`src/rtl/core/mvmix_mul.sv`:
```
// Shared signed-by-unsigned multiplier with registered product.
// No dependencies.
`timescale 1ns / 1ps

module mvmix_mul #(
  parameter int AW = 21,
  parameter int BW = 9
) (
  input  logic                   clk,
  input  logic signed [AW-1:0]   a,
  input  logic [BW-1:0]          b,
  output logic signed [AW+BW:0]  p
);

  always_ff @(posedge clk) begin
    p <= (AW+BW+1)'(a * $signed({1'b0, b}));
  end

endmodule

```
`config.mk`:
```
export PLATFORM = sky130hd
export DESIGN_NAME = mvmix_mul
export DESIGN_NICKNAME = d
export VERILOG_FILES = /design/src/rtl/core/mvmix_mul.sv
export SDC_FILE = /design/constraint.sdc
export NUM_CORES = 1
export LEC_CHECK = 0
export BUFFER_PORTS_ARGS = -buffer_cell sky130_fd_sc_hd__buf_2
export CORE_AREA = 10 10 139 141
export DETAILED_ROUTE_END_ITERATION = 10
export DIE_AREA = 0 0 149 151
export GPL_TIMING_DRIVEN = 0
export PLACE_DENSITY_LB_ADDON = 0.12
export SYNTH_ARGS = -nofsm -noshare
export SYNTH_HDL_FRONTEND = slang
export SYNTH_SLANG_ARGS = --single-unit
```
`constraint.sdc`:
```
create_clock -name clk -period 5.2 [get_ports clk]
set_input_delay 0.26 -clock clk [delete_from_list [all_inputs] [get_ports clk]]
set_output_delay 0.26 -clock clk [all_outputs]
set_load 0.01 [all_outputs]
```
==> flow_metrics.py <==
metrics = {
    "run_status": {
        "status": "completed",
    },
    "synthesis": {
        "seq_area_frac_synth_pct": 8.50,
        "synth_cell_type_count": 36,
        "synth_warnings": 0,
        "synth_cells": 801,
        "syn_nets": 1056,
        "ys_seq_elements": 31,
        "ys.flop_type": "dfxtp_1",
        "syn_area_per_cell_um2": 9.11,
        "synthArstFlopShare_pct": 0,
        "synth_edf_count": 0,
        "netlist_area_um2": 7300,
    },
    "floorplan": {
        "fp-row-count": 47,
        "die-area_um2": 22500,
        "die_w_um": 149,
        "die_h_um": 151,
        "core-area_um2": 16500,
        "start_util_pct": 44.3,
        "io-pin-count": 62,
    },
    "placement": {
        "portBuffers": 55,
        "placed_area_um2": 7850,
        "dp_hpwl_um": 15200,
        "place.gp.congestion": 0.925,
    },
    "worst_hold_path": {
        "hold_class": "in2reg",
    },
    "timing": {
        "hold_viol_final": 0,
        "fmax_mhz": 198,
        "fin_crit_sh_pct": 96.9,
        "max-slew-margin-rel_pct": 61.0,
        "finalCriticalPeriod_ns": 5.04,
        "setup_viol_count_final": 0,
        "worstMarginPinSlew_ns": 0.584,
        "maxSlewViolCount": 0,
    },
    "finish": {
        "diodes": 0,
        "top_regs": "p: 31 flops",
        "top_register": "p",
        "largest_reg_flops": 31,
        "final_area_um2": 8390,
        "num-nets-final": 1134,
        "drive_above_1_share_pct": 14.2,
        "area_delta_synth_final_pct": 14.9,
        "fillers": 1610,
    },
    "critical_path": {
        "cp.arrival_ns": 5.20,
        "critPathLaunchType": "input pin",
        "endpoint_kind": "register",
        "required_ns": 5.36,
        "cp-startpoint": "b[6]",
        "crit_fanout": 6,
        "path_class": "in2reg",
        "worstSetupEndpoint": "p[29]",
    },
    "drt": {
        "dr.pass1.iters": 4,
        "drtIter0Drc": 164,
        "wl_per_cell_um": 16.6,
        "vias_per_cell": 4.93,
        "ant_nets": 0,
        "vias": 5417,
        "drc": 0,
        "wirelength_um": 18200,
    },
    "global_routing": {
        "first_global_vias": 6235,
        "grt_overflow_total": 0,
        "grt_pass1_wl_um": 30100,
        "grt_max_degree": 12,
        "track_usage_pct": 17.0,
        "antenna_found_initial": 0,
    },
    "clock_tree": {
        "htreeDepth": 2,
        "cts_root_buf": "clkbuf_16",
        "tritoncts": "yes",
        "hold_buffers": 0,
        "clk_pin_slew_ns": 0.05,
        "clockBufferDepth": 2,
        "cts_buffers": 5,
        "clock-sinks": 31,
    },
    "power_and_ir_drop": {
        "power_w": 0.00545,
        "powerDensity_nw_per_um2": 650,
        "vdd_ir_drop_max_uv": 402,
        "power_leakage_nw": 4.46,
    },
    "job": {
        "maxCapViolations": 0,
    },
}
## power breakdown
group	switching (W)	internal, W
logic	0.00255	0.00218
clock network	0.0000935	0.000186
registers	0.0000223	0.000425
total	0.00266	0.00279
## cells by family (layout without fill, tap and decap cells)
family,after synthesis,after routing,share of synthesized area (%)
and+or+nand+nor,240,240,16.3
adders and majority gates,224,224,54.6
buffers and inverters,208,286,10.7
AOI/OAI and AO/OA,64,64,5.86
xor gates and xnor gates,34,34,4.08
DFF,31,31,8.50
## area by class of cell
type	instances	area [µm²]	area share (%)
Buffer	25	209	2.49
Clock buffer	6	139	1.66
Clock inverter	1	5.00	0.0597
Inverter	183	687	8.19
Multi-Input combinational cell	562	5990	71.4
Sequential cell	31	621	7.40
Tap cell	220	275	3.28
Timing Repair Buffer	71	463	5.52
## worst max-delay path, cell delays in order
cell      delay (ns)
buf_4           0.12
buf_8           0.13
and2_4          0.16
fa_1            0.55
fa_1            0.45
fa_1            0.54
fa_1            0.54
inv_1           0.06
fa_1            0.54
inv_2           0.05
ha_4            0.24
a21oi_4         0.13
nor2b_1         0.06
o21a_1          0.19
or4_4           0.53
o21ai_4         0.22
o21ai_4         0.08
a221oi_2        0.26
xnor2_1         0.10
## synthesized netlist by cell type (3+ instances only)
cell type | n | share of area [%]
o21ai_0 | 4 | 0.27
xnor2_1 | 25 | 3.0
nand2b_1 | 3 | 0.26
o21bai_1 | 4 | 0.41
dfxtp_1 | 31 | 8.5
nor3_1 | 4 | 0.27
nand3_1 | 6 | 0.41
o21ai_1 | 5 | 0.34
nor2_1 | 12 | 0.62
a21oi_2 | 3 | 0.36
clkbuf_1 | 24 | 1.2
a21o_1 | 11 | 1.1
a21oi_1 | 25 | 1.7
ha_1 | 67 | 11
nand2_1 | 113 | 5.8
xor2_1 | 9 | 1.1
inv_1 | 183 | 9.4
and2_1 | 94 | 8.1
fa_1 | 157 | 43
## metrics by stage
step	util, %	TNS [ns]	hold WS (ns)	std cells	worst slack [ns]
5_1_grt	50.9	-0.0378	0.364	1099	-0.0378
3_3_place_gp	47.7	-6.18	0.619	1076	-0.661
6_report	50.9	0	0.340	1099	0.159
3_5_place_dp	47.7	-6.15	0.626	1076	-0.651
2_1_floorplan	-	0	0.387	801	0.0694
4_1_cts	49.0	0	0.344	1086	0.00458
## per-layer routing
metal	global-route usage, %	share of wire (%)
met1	18.6	39
met2	33.3	55
met3	2.77	4.6
met4	3.68	1.8
met5	0	0
## how the worst min path moves through the flow
stage / startpoint / endpoint / slack [ns] / cells after the start
global route: a[0] / p[0] / 0.36 / 2
detailed placement: a[0] / p[0] / 0.63 / 2
CTS: a[0] / p[0] / 0.34 / 2
finish: a[0] / p[0] / 0.34 / 2
global placement: a[0] / p[0] / 0.62 / 2
floorplan: a[0] / p[0] / 0.39 / 1
## timing repair
item                       4_1_cts  5_1_grt
gates cloned                     0        2
gates resized for setup         22       86
setup endpoints to repair       13        9
pin swaps                        2       22
buffers inserted                 3       11
## cells in the final DEF, fill, tap and decap left out, drive strengths merged, types with 2 or more instances in the layout
cell type  synthesis  routed
nor3               4       4
ha                67      67
clkbuf            24      21
a221oi             2       2
nand2            113     113
o21ai             11      11
xnor2             25      25
nor2              12      12
dfxtp             31      31
nand4              2       2
xor2               9       9
nand2b             3       3
buf                1      81
a21oi             28      28
o21bai             4       4
o211ai             2       2
or4                2       2
inv              183     183
fa               157     157
and2              94      94
a21o              11      11
nand3              6       6
o21a               2       2
Power figures use the tool's default switching activity.
